===== config.mk =====
export PLATFORM = sky130hd
export DESIGN_NAME = reflow_profile_controller_core
export DESIGN_NICKNAME = d
export VERILOG_FILES = /design/src/hdl/rpc_pkg.sv /design/src/hdl/rpc_regs.sv /design/src/hdl/rpc_mul.sv /design/src/hdl/rpc_div.sv /design/src/hdl/reflow_profile_controller_core.sv
export SDC_FILE = /design/constraint.sdc
export NUM_CORES = 2
export LEC_CHECK = 0
export BUFFER_PORTS_ARGS = -buffer_cell sky130_fd_sc_hd__buf_2
export CAP_MARGIN = 5
export CORE_ASPECT_RATIO = 0.75
export CORE_UTILIZATION = 50
export CTS_BUF_LIST = sky130_fd_sc_hd__clkbuf_2
export CTS_CLUSTER_DIAMETER = 120
export DETAILED_ROUTE_END_ITERATION = 10
export PLACE_DENSITY_LB_ADDON = 0.25
export RECOVER_POWER = 25
export SYNTH_ARGS = -nofsm -noshare
export SYNTH_HDL_FRONTEND = slang
export SYNTH_SLANG_ARGS = --single-unit

===== constraint.sdc =====
create_clock -name clk -period 15.2 [get_ports clk]
set_input_delay 0.76 -clock clk [delete_from_list [all_inputs] [get_ports clk]]
set_output_delay 0.76 -clock clk [all_outputs]
set_load 0.02 [all_outputs]

===== src/hdl/rpc_pkg.sv =====
// Shared types, constants and helper functions of the reflow profile controller.
package rpc_pkg;

	// Register file geometry and APB data width.
	localparam int DATA_W   = 32;
	localparam int NUM_REGS = 6;
	localparam int IDX_W    = $clog2(NUM_REGS);
	localparam int ADDR_W   = IDX_W + 2;

	// Profile geometry: points in use, the last one of them, and field widths.
	localparam int NUM_POINTS = 6;
	localparam int LAST_PT    = NUM_POINTS - 1;
	localparam int SEC_W      = 16;
	localparam int TEMP_W     = 16;
	localparam int CMD_W      = 2;
	localparam int MTEMP_W    = 10;

	// Timing constants.
	localparam int TICK_MS      = 50;
	localparam int MS_PER_S     = 1000;
	localparam int TICKS_W      = 16;
	localparam int T_W          = $clog2(TICK_MS * (2 ** TICKS_W));
	localparam int X_W          = $clog2(MS_PER_S * (2 ** SEC_W));
	localparam int CMP_W        = (T_W > X_W) ? T_W : X_W;
	localparam int PROD_W       = T_W + TEMP_W;

	// Buzzer and report pacing.
	localparam int BUZZ_TICKS   = 60;
	localparam int BUZZ_PERIOD  = 10;
	localparam int BUZZ_W       = $clog2(BUZZ_TICKS + 1);
	localparam int REPORT_TICKS = 10;
	localparam int RPH_W        = $clog2(REPORT_TICKS);

	// The profile points as one packed word per register.
	typedef logic [NUM_REGS-1:0][DATA_W-1:0] point_arr_t;

	localparam point_arr_t POINT_RESET = {
		32'd1310876,
		32'd12779760,
		32'd12124380,
		32'd8519830,
		32'd7864380,
		32'd1310720
	};

	// Input commands.
	typedef enum logic [CMD_W-1:0] {
		CMD_TICK  = 2'd0,
		CMD_START = 2'd1,
		CMD_ABORT = 2'd2,
		CMD_RSVD  = 2'd3
	} cmd_t;

	// Sequencer states of the top level.
	typedef enum logic [2:0] {
		ST_IDLE,
		ST_EXEC,
		ST_SEARCH,
		ST_MUL,
		ST_DIV,
		ST_FINAL,
		ST_OUT
	} state_t;

	// Time field of a profile point, in seconds.
	function automatic logic [SEC_W-1:0] pt_sec(input logic [DATA_W-1:0] p);
		return p[SEC_W-1:0];
	endfunction

	// Temperature field of a profile point, in degrees.
	function automatic logic [TEMP_W-1:0] pt_temp(input logic [DATA_W-1:0] p);
		return p[DATA_W-1:SEC_W];
	endfunction

	// Converts seconds to milliseconds.
	function automatic logic [X_W-1:0] ms_of_sec(input logic [SEC_W-1:0] s);
		return X_W'(s) * X_W'(MS_PER_S);
	endfunction

	// Converts elapsed ticks to milliseconds.
	function automatic logic [T_W-1:0] ms_of_ticks(input logic [TICKS_W-1:0] e);
		return T_W'(e) * T_W'(TICK_MS);
	endfunction

	// True when the remaining buzzer count lies on a toggle boundary.
	function automatic logic buzz_toggle(input logic [BUZZ_W-1:0] r);
		logic hit;
		hit = 1'b0;
		for (int k = 1; k <= BUZZ_TICKS / BUZZ_PERIOD; k++) begin
			if (r == BUZZ_W'(k * BUZZ_PERIOD)) hit = 1'b1;
		end
		return hit;
	endfunction

endpackage


===== src/hdl/rpc_regs.sv =====
// APB register file that holds the profile points.
module rpc_regs (
	input  logic                               clk,
	input  logic                               arst_n,
	input  logic                               psel,
	input  logic                               penable,
	input  logic                               pwrite,
	input  logic [rpc_pkg::ADDR_W-1:0]         paddr,
	input  logic [rpc_pkg::DATA_W-1:0]         pwdata,
	output logic [rpc_pkg::DATA_W-1:0]         prdata,
	output logic                               pready,
	output rpc_pkg::point_arr_t                points
);

	logic [rpc_pkg::IDX_W-1:0] idx;
	logic                      in_range;
	rpc_pkg::point_arr_t       points_q;

	assign idx      = paddr[rpc_pkg::ADDR_W-1:2];
	assign in_range = (idx < rpc_pkg::IDX_W'(rpc_pkg::NUM_REGS));
	assign pready   = 1'b1;
	assign points   = points_q;

	// Register writes complete in the access phase.
	always_ff @(posedge clk or negedge arst_n) begin
		if (!arst_n) begin
			points_q <= rpc_pkg::POINT_RESET;
		end else if (psel && penable && pwrite && in_range) begin
			points_q[idx] <= pwdata;
		end
	end

	// Read data; addresses past the list read as zero.
	always_comb begin
		prdata = '0;
		if (in_range) prdata = points_q[idx];
	end

endmodule


===== src/hdl/rpc_mul.sv =====
// Bit-serial shift-add multiplier for the interpolation numerator.
module rpc_mul (
	input  logic                          clk,
	input  logic                          arst_n,
	input  logic                          start,
	input  logic [rpc_pkg::TEMP_W-1:0]    mcand,
	input  logic [rpc_pkg::T_W-1:0]       mplier,
	output logic                          done,
	output logic [rpc_pkg::PROD_W-1:0]    product
);

	localparam int CNT_W = $clog2(rpc_pkg::T_W);

	logic                          busy_q;
	logic                          done_q;
	logic [CNT_W-1:0]              cnt_q;
	logic [rpc_pkg::TEMP_W-1:0]    mcand_q;
	logic [rpc_pkg::PROD_W-1:0]    p_q;
	logic [rpc_pkg::TEMP_W:0]      sum;

	assign done    = done_q;
	assign product = p_q;

	// Upper half plus the multiplicand when the current multiplier bit is set.
	always_comb begin
		sum = {1'b0, p_q[rpc_pkg::PROD_W-1:rpc_pkg::T_W]};
		if (p_q[0]) sum = sum + {1'b0, mcand_q};
	end

	// Step control: one multiplier bit per cycle.
	always_ff @(posedge clk or negedge arst_n) begin
		if (!arst_n) begin
			busy_q <= 1'b0;
			done_q <= 1'b0;
			cnt_q  <= '0;
		end else begin
			done_q <= !start && busy_q && (cnt_q == CNT_W'(rpc_pkg::T_W - 1));
			if (start) begin
				busy_q <= 1'b1;
				cnt_q  <= '0;
			end else if (busy_q) begin
				cnt_q <= cnt_q + 1'b1;
				if (cnt_q == CNT_W'(rpc_pkg::T_W - 1)) busy_q <= 1'b0;
			end
		end
	end

	// Product shift register; the multiplier starts in the low bits.
	always_ff @(posedge clk) begin
		if (start) begin
			mcand_q <= mcand;
			p_q     <= {{rpc_pkg::TEMP_W{1'b0}}, mplier};
		end else if (busy_q) begin
			p_q <= {sum, p_q[rpc_pkg::T_W-1:1]};
		end
	end

endmodule


===== src/hdl/rpc_div.sv =====
// Bit-serial restoring divider that yields the interpolation step.
module rpc_div (
	input  logic                          clk,
	input  logic                          arst_n,
	input  logic                          start,
	input  logic [rpc_pkg::PROD_W-1:0]    num,
	input  logic [rpc_pkg::X_W-1:0]       den,
	output logic                          done,
	output logic [rpc_pkg::TEMP_W-1:0]    quot,
	output logic                          rem_nz
);

	localparam int QUO_W = rpc_pkg::TEMP_W;
	localparam int CNT_W = $clog2(QUO_W);

	logic                       busy_q;
	logic                       done_q;
	logic [CNT_W-1:0]           cnt_q;
	logic [rpc_pkg::X_W-1:0]    den_q;
	logic [rpc_pkg::X_W-1:0]    rem_q;
	logic [QUO_W-1:0]           sh_q;
	logic [rpc_pkg::X_W:0]      trial;
	logic [rpc_pkg::X_W:0]      diff;
	logic                       ge;

	assign done   = done_q;
	assign quot   = sh_q;
	assign rem_nz = (rem_q != '0);

	// One trial subtraction per cycle.
	always_comb begin
		trial = {rem_q, sh_q[QUO_W-1]};
		diff  = trial - {1'b0, den_q};
		ge    = (trial >= {1'b0, den_q});
	end

	// Step control: one quotient bit per cycle.
	always_ff @(posedge clk or negedge arst_n) begin
		if (!arst_n) begin
			busy_q <= 1'b0;
			done_q <= 1'b0;
			cnt_q  <= '0;
		end else begin
			done_q <= !start && busy_q && (cnt_q == CNT_W'(QUO_W - 1));
			if (start) begin
				busy_q <= 1'b1;
				cnt_q  <= '0;
			end else if (busy_q) begin
				cnt_q <= cnt_q + 1'b1;
				if (cnt_q == CNT_W'(QUO_W - 1)) busy_q <= 1'b0;
			end
		end
	end

	// The quotient is known to fit in QUO_W bits, so the upper part of the
	// numerator starts out below the divisor.
	always_ff @(posedge clk) begin
		if (start) begin
			den_q <= den;
			rem_q <= rpc_pkg::X_W'(num >> QUO_W);
			sh_q  <= num[QUO_W-1:0];
		end else if (busy_q) begin
			rem_q <= ge ? diff[rpc_pkg::X_W-1:0] : trial[rpc_pkg::X_W-1:0];
			sh_q  <= {sh_q[QUO_W-2:0], ge};
		end
	end

endmodule


===== src/hdl/reflow_profile_controller_core.sv =====
// Sequence: start, abort, idle ticks and unused codes go from acceptance through EXEC and OUT;
// a running tick goes through EXEC, a segment search if needed, FINAL and OUT; an interpolated one
// adds a bit-serial multiply and divide (each ending on its done strobe) between search and FINAL.
// Throughput: one transaction at a time; the next is accepted once the result is registered.
// Reset (arst_n low, asynchronous): run stopped, counters and levels cleared, default profile.
// Profile registers lie on an APB port at byte address 4*i.
module reflow_profile_controller_core (
	input  logic                               clk,
	input  logic                               arst_n,
	input  logic                               in_valid,
	output logic                               in_stall,
	input  logic [rpc_pkg::CMD_W-1:0]          command,
	input  logic [rpc_pkg::MTEMP_W-1:0]        measured_temp,
	output logic                               out_valid,
	input  logic                               out_stall,
	output logic                               heater_on,
	output logic [rpc_pkg::TEMP_W-1:0]         target_temp,
	output logic                               run_complete,
	output logic                               report_due,
	output logic                               buzzer_on,
	output logic                               running,
	input  logic                               psel,
	input  logic                               penable,
	input  logic                               pwrite,
	input  logic [rpc_pkg::ADDR_W-1:0]         paddr,
	input  logic [rpc_pkg::DATA_W-1:0]         pwdata,
	output logic [rpc_pkg::DATA_W-1:0]         prdata,
	output logic                               pready
);

	rpc_pkg::point_arr_t              points;
	rpc_pkg::state_t                  state_q;
	rpc_pkg::state_t                  state_d;

	// Controller state.
	logic                             run_q;
	logic [rpc_pkg::TICKS_W-1:0]      elapsed_q;
	logic [rpc_pkg::RPH_W-1:0]        rphase_q;
	logic [rpc_pkg::BUZZ_W-1:0]       buzz_rem_q;
	logic                             buzz_lvl_q;
	logic                             heat_q;
	logic                             out_valid_q;

	// Per-transaction working registers.
	rpc_pkg::cmd_t                    cmd_q;
	logic [rpc_pkg::MTEMP_W-1:0]      temp_q;
	logic [rpc_pkg::T_W-1:0]          t_q;
	logic [rpc_pkg::IDX_W-1:0]        idx_q;
	logic [rpc_pkg::X_W-1:0]          prev_x_q;
	logic [rpc_pkg::TEMP_W-1:0]       prev_y_q;
	logic [rpc_pkg::TEMP_W-1:0]       base_q;
	logic                             neg_q;
	logic [rpc_pkg::X_W-1:0]          den_q;
	logic [rpc_pkg::TEMP_W-1:0]       tgt_q;
	logic                             done_q;
	logic                             complete_q;
	logic                             report_q;

	// Output register.
	logic                             heater_on_q;
	logic [rpc_pkg::TEMP_W-1:0]       target_temp_q;
	logic                             run_complete_q;
	logic                             report_due_q;
	logic                             buzzer_on_q;
	logic                             running_q;

	// Datapath decisions.
	logic [rpc_pkg::X_W-1:0]          x_first;
	logic [rpc_pkg::X_W-1:0]          x_last;
	logic [rpc_pkg::X_W-1:0]          x_cur;
	logic [rpc_pkg::TEMP_W-1:0]       y_cur;
	logic                             le_first;
	logic                             ge_last;
	logic                             seg_hit;
	logic                             last_idx;
	logic [rpc_pkg::CMP_W-1:0]        dt_full;
	logic [rpc_pkg::TEMP_W:0]         y_up;
	logic [rpc_pkg::TEMP_W:0]         y_down;
	logic [rpc_pkg::TEMP_W-1:0]       y_mag;
	logic [rpc_pkg::TEMP_W:0]         tgt_calc;
	logic                             tick_run;
	logic                             out_free;
	logic [rpc_pkg::RPH_W-1:0]        rp_inc;
	logic                             rp_wrap;
	logic [rpc_pkg::BUZZ_W-1:0]       buzz_dec;

	// Sequencer outputs and unit handshakes.
	logic                             mul_start;
	logic                             mul_done;
	logic [rpc_pkg::PROD_W-1:0]       product;
	logic                             div_start;
	logic                             div_done;
	logic [rpc_pkg::TEMP_W-1:0]       quot;
	logic                             rem_nz;
	logic                             out_load;

	rpc_regs u_regs (
		.clk     (clk),
		.arst_n  (arst_n),
		.psel    (psel),
		.penable (penable),
		.pwrite  (pwrite),
		.paddr   (paddr),
		.pwdata  (pwdata),
		.prdata  (prdata),
		.pready  (pready),
		.points  (points)
	);

	rpc_mul u_mul (
		.clk     (clk),
		.arst_n  (arst_n),
		.start   (mul_start),
		.mcand   (y_mag),
		.mplier  (dt_full[rpc_pkg::T_W-1:0]),
		.done    (mul_done),
		.product (product)
	);

	rpc_div u_div (
		.clk     (clk),
		.arst_n  (arst_n),
		.start   (div_start),
		.num     (product),
		.den     (den_q),
		.done    (div_done),
		.quot    (quot),
		.rem_nz  (rem_nz)
	);

	// Segment bounds and the interpolation operands for the current search index.
	always_comb begin
		x_first  = rpc_pkg::ms_of_sec(rpc_pkg::pt_sec(points[0]));
		x_last   = rpc_pkg::ms_of_sec(rpc_pkg::pt_sec(points[rpc_pkg::LAST_PT]));
		x_cur    = rpc_pkg::ms_of_sec(rpc_pkg::pt_sec(points[idx_q]));
		y_cur    = rpc_pkg::pt_temp(points[idx_q]);
		le_first = (rpc_pkg::CMP_W'(t_q) <= rpc_pkg::CMP_W'(x_first));
		ge_last  = (rpc_pkg::CMP_W'(t_q) >= rpc_pkg::CMP_W'(x_last));
		seg_hit  = (rpc_pkg::CMP_W'(t_q) <= rpc_pkg::CMP_W'(x_cur)) &&
			(rpc_pkg::CMP_W'(t_q) > rpc_pkg::CMP_W'(prev_x_q));
		last_idx = (idx_q == rpc_pkg::IDX_W'(rpc_pkg::LAST_PT));
		dt_full  = rpc_pkg::CMP_W'(t_q) - rpc_pkg::CMP_W'(prev_x_q);
		y_up     = {1'b0, y_cur} - {1'b0, prev_y_q};
		y_down   = {1'b0, prev_y_q} - {1'b0, y_cur};
		y_mag    = y_up[rpc_pkg::TEMP_W] ? y_down[rpc_pkg::TEMP_W-1:0] :
			y_up[rpc_pkg::TEMP_W-1:0];
	end

	// Floor division: a negative slope rounds away from zero when inexact.
	always_comb begin
		if (neg_q) begin
			tgt_calc = {1'b0, base_q} - {1'b0, quot} -
				{{rpc_pkg::TEMP_W{1'b0}}, rem_nz};
		end else begin
			tgt_calc = {1'b0, base_q} + {1'b0, quot};
		end
	end

	// Command decode, output handshake and counter arithmetic shared by the update blocks.
	always_comb begin
		tick_run = (cmd_q == rpc_pkg::CMD_TICK) && run_q;
		out_free = !out_valid_q || !out_stall;
		rp_inc   = rphase_q + 1'b1;
		rp_wrap  = (rp_inc >= rpc_pkg::RPH_W'(rpc_pkg::REPORT_TICKS));
		buzz_dec = buzz_rem_q - 1'b1;
	end

	// Next state.
	always_comb begin
		state_d = state_q;
		unique case (state_q)
			rpc_pkg::ST_IDLE: begin
				if (in_valid) state_d = rpc_pkg::ST_EXEC;
			end
			rpc_pkg::ST_EXEC: begin
				if (tick_run && !le_first && !ge_last) state_d = rpc_pkg::ST_SEARCH;
				else if (tick_run) state_d = rpc_pkg::ST_FINAL;
				else state_d = rpc_pkg::ST_OUT;
			end
			rpc_pkg::ST_SEARCH: begin
				if (seg_hit) state_d = rpc_pkg::ST_MUL;
				else if (last_idx) state_d = rpc_pkg::ST_FINAL;
			end
			rpc_pkg::ST_MUL: begin
				if (mul_done) state_d = rpc_pkg::ST_DIV;
			end
			rpc_pkg::ST_DIV: begin
				if (div_done) state_d = rpc_pkg::ST_FINAL;
			end
			rpc_pkg::ST_FINAL: begin
				state_d = rpc_pkg::ST_OUT;
			end
			rpc_pkg::ST_OUT: begin
				if (out_free) state_d = rpc_pkg::ST_IDLE;
			end
			default: state_d = rpc_pkg::ST_IDLE;
		endcase
	end

	// Sequencer outputs.
	always_comb begin
		in_stall  = (state_q != rpc_pkg::ST_IDLE);
		mul_start = (state_q == rpc_pkg::ST_SEARCH) && seg_hit;
		div_start = (state_q == rpc_pkg::ST_MUL) && mul_done;
		out_load  = (state_q == rpc_pkg::ST_OUT) && out_free;
	end

	// State register and controller state.
	always_ff @(posedge clk or negedge arst_n) begin
		if (!arst_n) begin
			state_q     <= rpc_pkg::ST_IDLE;
			run_q       <= 1'b0;
			elapsed_q   <= '0;
			rphase_q    <= '0;
			buzz_rem_q  <= '0;
			buzz_lvl_q  <= 1'b0;
			heat_q      <= 1'b0;
			out_valid_q <= 1'b0;
		end else begin
			state_q <= state_d;
			if (out_load) out_valid_q <= 1'b1;
			else if (!out_stall) out_valid_q <= 1'b0;

			if (state_q == rpc_pkg::ST_EXEC) begin
				unique case (cmd_q)
					rpc_pkg::CMD_START, rpc_pkg::CMD_ABORT: begin
						run_q      <= (cmd_q == rpc_pkg::CMD_START);
						elapsed_q  <= '0;
						rphase_q   <= '0;
						buzz_rem_q <= '0;
						buzz_lvl_q <= 1'b0;
						heat_q     <= 1'b0;
					end
					rpc_pkg::CMD_TICK: begin
						// Idle ticks count down the buzzer.
						if (!run_q && (buzz_rem_q != '0)) begin
							buzz_rem_q <= buzz_dec;
							if (buzz_dec == '0) buzz_lvl_q <= 1'b0;
							else if (rpc_pkg::buzz_toggle(buzz_dec)) buzz_lvl_q <= !buzz_lvl_q;
						end
					end
					rpc_pkg::CMD_RSVD: begin
					end
					default: begin
					end
				endcase
			end

			// Close a running tick: heater decision, counters, and run end.
			if (state_q == rpc_pkg::ST_FINAL) begin
				if (done_q) begin
					heat_q     <= 1'b0;
					run_q      <= 1'b0;
					elapsed_q  <= '0;
					rphase_q   <= '0;
					buzz_rem_q <= rpc_pkg::BUZZ_W'(rpc_pkg::BUZZ_TICKS);
					buzz_lvl_q <= 1'b1;
				end else begin
					heat_q   <= (rpc_pkg::TEMP_W'(temp_q) < tgt_q);
					rphase_q <= rp_wrap ? '0 : rp_inc;
					if (elapsed_q != '1) elapsed_q <= elapsed_q + 1'b1;
				end
			end
		end
	end

	// Working registers of the transaction in flight.
	always_ff @(posedge clk) begin
		unique case (state_q)
			rpc_pkg::ST_IDLE: begin
				cmd_q  <= rpc_pkg::cmd_t'(command);
				temp_q <= measured_temp;
				t_q    <= rpc_pkg::ms_of_ticks(elapsed_q);
			end
			rpc_pkg::ST_EXEC: begin
				complete_q <= 1'b0;
				report_q   <= 1'b0;
				prev_x_q   <= x_first;
				prev_y_q   <= rpc_pkg::pt_temp(points[0]);
				idx_q      <= rpc_pkg::IDX_W'(1);
				tgt_q      <= (tick_run && le_first) ? rpc_pkg::pt_temp(points[0]) : '0;
				done_q     <= tick_run && !le_first && ge_last;
			end
			rpc_pkg::ST_SEARCH: begin
				// Walk the segments upward so the lowest matching one wins.
				if (seg_hit) begin
					base_q <= prev_y_q;
					neg_q  <= y_up[rpc_pkg::TEMP_W];
					den_q  <= x_cur - prev_x_q;
				end else begin
					prev_x_q <= x_cur;
					prev_y_q <= y_cur;
					idx_q    <= idx_q + 1'b1;
				end
			end
			rpc_pkg::ST_MUL: begin
			end
			rpc_pkg::ST_DIV: begin
				if (div_done) tgt_q <= tgt_calc[rpc_pkg::TEMP_W-1:0];
			end
			rpc_pkg::ST_FINAL: begin
				complete_q <= done_q;
				report_q   <= rp_wrap;
			end
			rpc_pkg::ST_OUT: begin
			end
			default: begin
			end
		endcase
	end

	// Output register, loaded once the previous result has been taken.
	always_ff @(posedge clk) begin
		if (out_load) begin
			heater_on_q    <= heat_q;
			target_temp_q  <= tgt_q;
			run_complete_q <= complete_q;
			report_due_q   <= report_q;
			buzzer_on_q    <= buzz_lvl_q;
			running_q      <= run_q;
		end
	end

	assign out_valid    = out_valid_q;
	assign heater_on    = heater_on_q;
	assign target_temp  = target_temp_q;
	assign run_complete = run_complete_q;
	assign report_due   = report_due_q;
	assign buzzer_on    = buzzer_on_q;
	assign running      = running_q;

`ifndef SYNTHESIS
	// A completing tick stops the run, cuts the heater and sounds the buzzer.
	a_complete_ends_run: assert property (@(posedge clk) disable iff (!arst_n)
		out_valid && run_complete |-> !running && !heater_on && buzzer_on &&
		(target_temp == '0))
		else $error("run completion result is inconsistent");

	// The report phase stays within one report period.
	a_rphase_range: assert property (@(posedge clk) disable iff (!arst_n)
		rphase_q < rpc_pkg::RPH_W'(rpc_pkg::REPORT_TICKS))
		else $error("report phase out of range");

	// The buzzer only sounds while its countdown runs.
	a_buzz_count: assert property (@(posedge clk) disable iff (!arst_n)
		buzz_lvl_q |-> (buzz_rem_q != '0))
		else $error("buzzer on with no countdown left");

	// The divider is only started from a finished multiply.
	a_div_after_mul: assert property (@(posedge clk) disable iff (!arst_n)
		div_start |-> (state_q == rpc_pkg::ST_MUL) && mul_done)
		else $error("divider started without a product");
`endif

endmodule

==> impl_metrics.json <==
{
  "status": "finished with violations",
  "violations": "max-capacitance violations, max-slew violations",
  "worstMarginPinSlew_ns": 4.51,
  "worstHoldPathCells": 4,
  "synth-async-reset-ratio_pct": 46.5,
  "drc": 0,
  "vias_per_cell": 5.79,
  "finClkSkew_ns": 0.113,
  "num_vias": 30526,
  "antenna_found_initial": 5,
  "start_util_pct": 51.0,
  "drtAntennaViolNets": 0,
  "gp_congestion": 0.933,
  "place_ws_ns": 4.30,
  "io_pins": 112,
  "final_nets": 4786,
  "avgSynthCellArea_um2": 10.3,
  "grt_usage_pct": 26.6,
  "ys_seq_area_share_pct": 34.7,
  "holdWs_ns": 0.161,
  "clockRootBuffer": "clkbuf_2",
  "cts_tree": "built",
  "critPathRequiredTime_ns": 16.02,
  "synth-edff-count": 254,
  "fin_area_mm2": 0.0437,
  "fp.dieW_um": 330,
  "cp_max_fo": 75,
  "setup_viol": 0,
  "hpwl_mm": 80.6,
  "maxSlewHeadroom_pct": -200,
  "r2r_setup_slack_ns": 4.19,
  "cts_sinks": 512,
  "ys_warn_count": 0,
  "area_growth_pct": 8.08,
  "start_kind": "flip-flop",
  "die_h_um": 248,
  "fill_cells": 7077,
  "cts_buffer_depth": 3,
  "synthDistinctLibCells": 99,
  "drive_gt1_share_pct": 14.8,
  "dpl_cell_area_mm2": 0.0421,
  "htreeDepth": 3,
  "synthesis.nets": 4602,
  "rr_worst_depth": 28,
  "wl_per_cell_um": 20.5,
  "grt_start_max_net_pins": 76,
  "cap_violations": 7,
  "insertion_delay_ns": 1.25,
  "rsz0062_at_grt": "no",
  "fmax_mhz": 90.8,
  "clkTransAtPathRegs_ns": 0.11,
  "finalHoldViolCount": 0,
  "die_area_mm2": 0.0820,
  "fin_crit_sh_pct": 72.4,
  "num_rows": 89,
  "synth_flop_cell": "edfxtp_1",
  "cp_slowest_stage_delay_ns": 0.95,
  "grt_pass1_vias": 29344,
  "wl_mm": 108,
  "io_buffers": 108,
  "crit_type": "flip-flop to flip-flop",
  "cp-end-kind": "flip-flop",
  "tns_ns": 0,
  "syn_area_mm2": 0.0404,
  "syn_inst": 3931,
  "firstDrtPassIters": 7,
  "drv_slew": 339,
  "cts_buffers": 121,
  "grt.overflow.total": 0,
  "arrival_ns": 11.83,
  "ys_ff_latch": 512,
  "min_period_ns": 11.01,
  "grt_pass1_wl_mm": 167,
  "coreArea_mm2": 0.0793,
  "drtIter0Drc": 2632,
  "slowest_stage": "edfxtp_1",
  "hold_path_class": "input pin to flip-flop",
  "fin_ws_ns": 4.19
}
==> critical path, delay by kind of cell (launching register included) <==
family / cells / cell delay (ns)
adders and majority gates: 6 / 2.36
xor gates and xnor gates: 2 / 0.64
muxes: 1 / 0.56
buffers and inverters: 6 / 1.97
DFF: 1 / 0.95
AOI/OAI and AO/OA: 5 / 1.50
and+or+nand+nor: 8 / 2.59
==> layout make-up <==
type | instances | area, um2 | area share, %
multi-input combinational | 2785 | 24000 | 55.0
sequential | 512 | 14000 | 32.1
inverter | 503 | 1890 | 4.32
tap | 1046 | 1310 | 3.00
timing repair buffer | 192 | 1250 | 2.87
clock buffer | 176 | 881 | 2.02
clock inverter | 53 | 284 | 0.650
antenna | 2 | 5.00 | 0.0115
==> Yosys cell counts, types with 17 or more instances <==
cell type / count / area (um2)
inv_1: 502 / 1880
ha_1: 435 / 5440
edfxtp_1: 254 / 7630
nand2_1: 243 / 912
nor2_1: 220 / 826
a21oi_1: 199 / 996
dfrtp_1: 198 / 4950
mux2_2: 187 / 2110
o21ai_0: 187 / 936
fa_1: 180 / 3600
xnor2_1: 135 / 1180
clkbuf_1: 101 / 379
a22oi_1: 98 / 736
a21o_1: 96 / 721
nand3_1: 82 / 410
mux2i_1: 74 / 741
xor2_1: 65 / 569
nor2b_1: 42 / 263
dfstp_2: 40 / 1050
nor3_1: 39 / 195
nand4_1: 38 / 238
nand2b_1: 37 / 231
mux4_2: 32 / 721
a31oi_1: 29 / 181
o21a_1: 29 / 218
o21bai_1: 27 / 203
a211oi_1: 21 / 158
buf_1: 20 / 75.1
dfxtp_1: 20 / 400
nor4_1: 17 / 106
o211ai_1: 17 / 128
==> flip-flops by register name (all words and copies together) (netlist names), 10 cells and up <==
signal and cells:
base_q 16, den_q 23, elapsed_q 16, prev_x_q 23, prev_y_q 16, t_q 21
target_temp 16, temp_q 10, tgt_q 16, u_div.den_q 23, u_div.quot 16, u_div.rem_q 26
u_mul.mcand_q 16, u_mul.product 38, u_regs.points 192
==> final timing paths <==
kind / endpoint / from
max: u_mul.product[18] / idx_q[0]
min: state_q[2] / in_valid
max reg2reg: u_mul.product[18] / idx_q[0]
min reg2reg: u_div.den_q[24] / den_q[24]
max in group asynchronous: u_regs.points[75] / arst_n
min in group asynchronous: rphase_q[2] / arst_n
==> layer usage <==
layer,GRT usage [%],share of wire [%]
met5,0,0.012
met4,8.80,3.0
met3,6.25,9.0
met2,37.5,41
met1,39.8,47
==> metrics by stage <==
| stage | utilization, % | instances |
|---|---|---|
| floorplan | - | 3931 |
| global placement | 53.1 | 4992 |
| detailed placement | 53.1 | 4992 |
| CTS | 55.2 | 5267 |
| global route | 55.1 | 5268 |
| finish | 55.1 | 5269 |
==> layout by cell type, fill, tap and decap left out, drive strengths merged, types with 48 or more instances in the layout <==
| master | instances |
|---|---|
| fa | 180 |
| a22oi | 99 |
| a21o | 96 |
| xor2 | 65 |
| nor2 | 221 |
| nand3 | 82 |
| mux2i | 74 |
| clkbuf | 189 |
| o21ai | 200 |
| a21oi | 200 |
| clkinv | 48 |
| buf | 133 |
| edfxtp | 254 |
| xnor2 | 135 |
| nand2 | 243 |
| inv | 505 |
| dfrtp | 198 |
| mux2 | 190 |
| ha | 435 |
==> kinds of logic (layout without fill, tap and decap cells) <==
group,after synthesis,in the layout,synth area share [%]
XOR/XNOR,203,203,4.50
multiplexers,296,296,8.91
AND/OR/NAND/NOR,813,813,9.60
buffers and inverters,634,924,5.95
other,1,3,0.00928
flip-flops,512,512,34.7
AO/OA/AOI/OAI,856,856,13.9
adder cells (fa/ha/maj),616,616,22.4
==> what timing repair did <==
action,CTS,global route
gates resized for setup,0,0
setup buffers,0,0
endpoints found under the setup margin,0,0
hold buffers,46,0
endpoints found under the hold margin,276,0
Power is left out: the tool's default activity adds up to more than one toggle a clock period on the data nets, which glitch-free logic cannot reach.
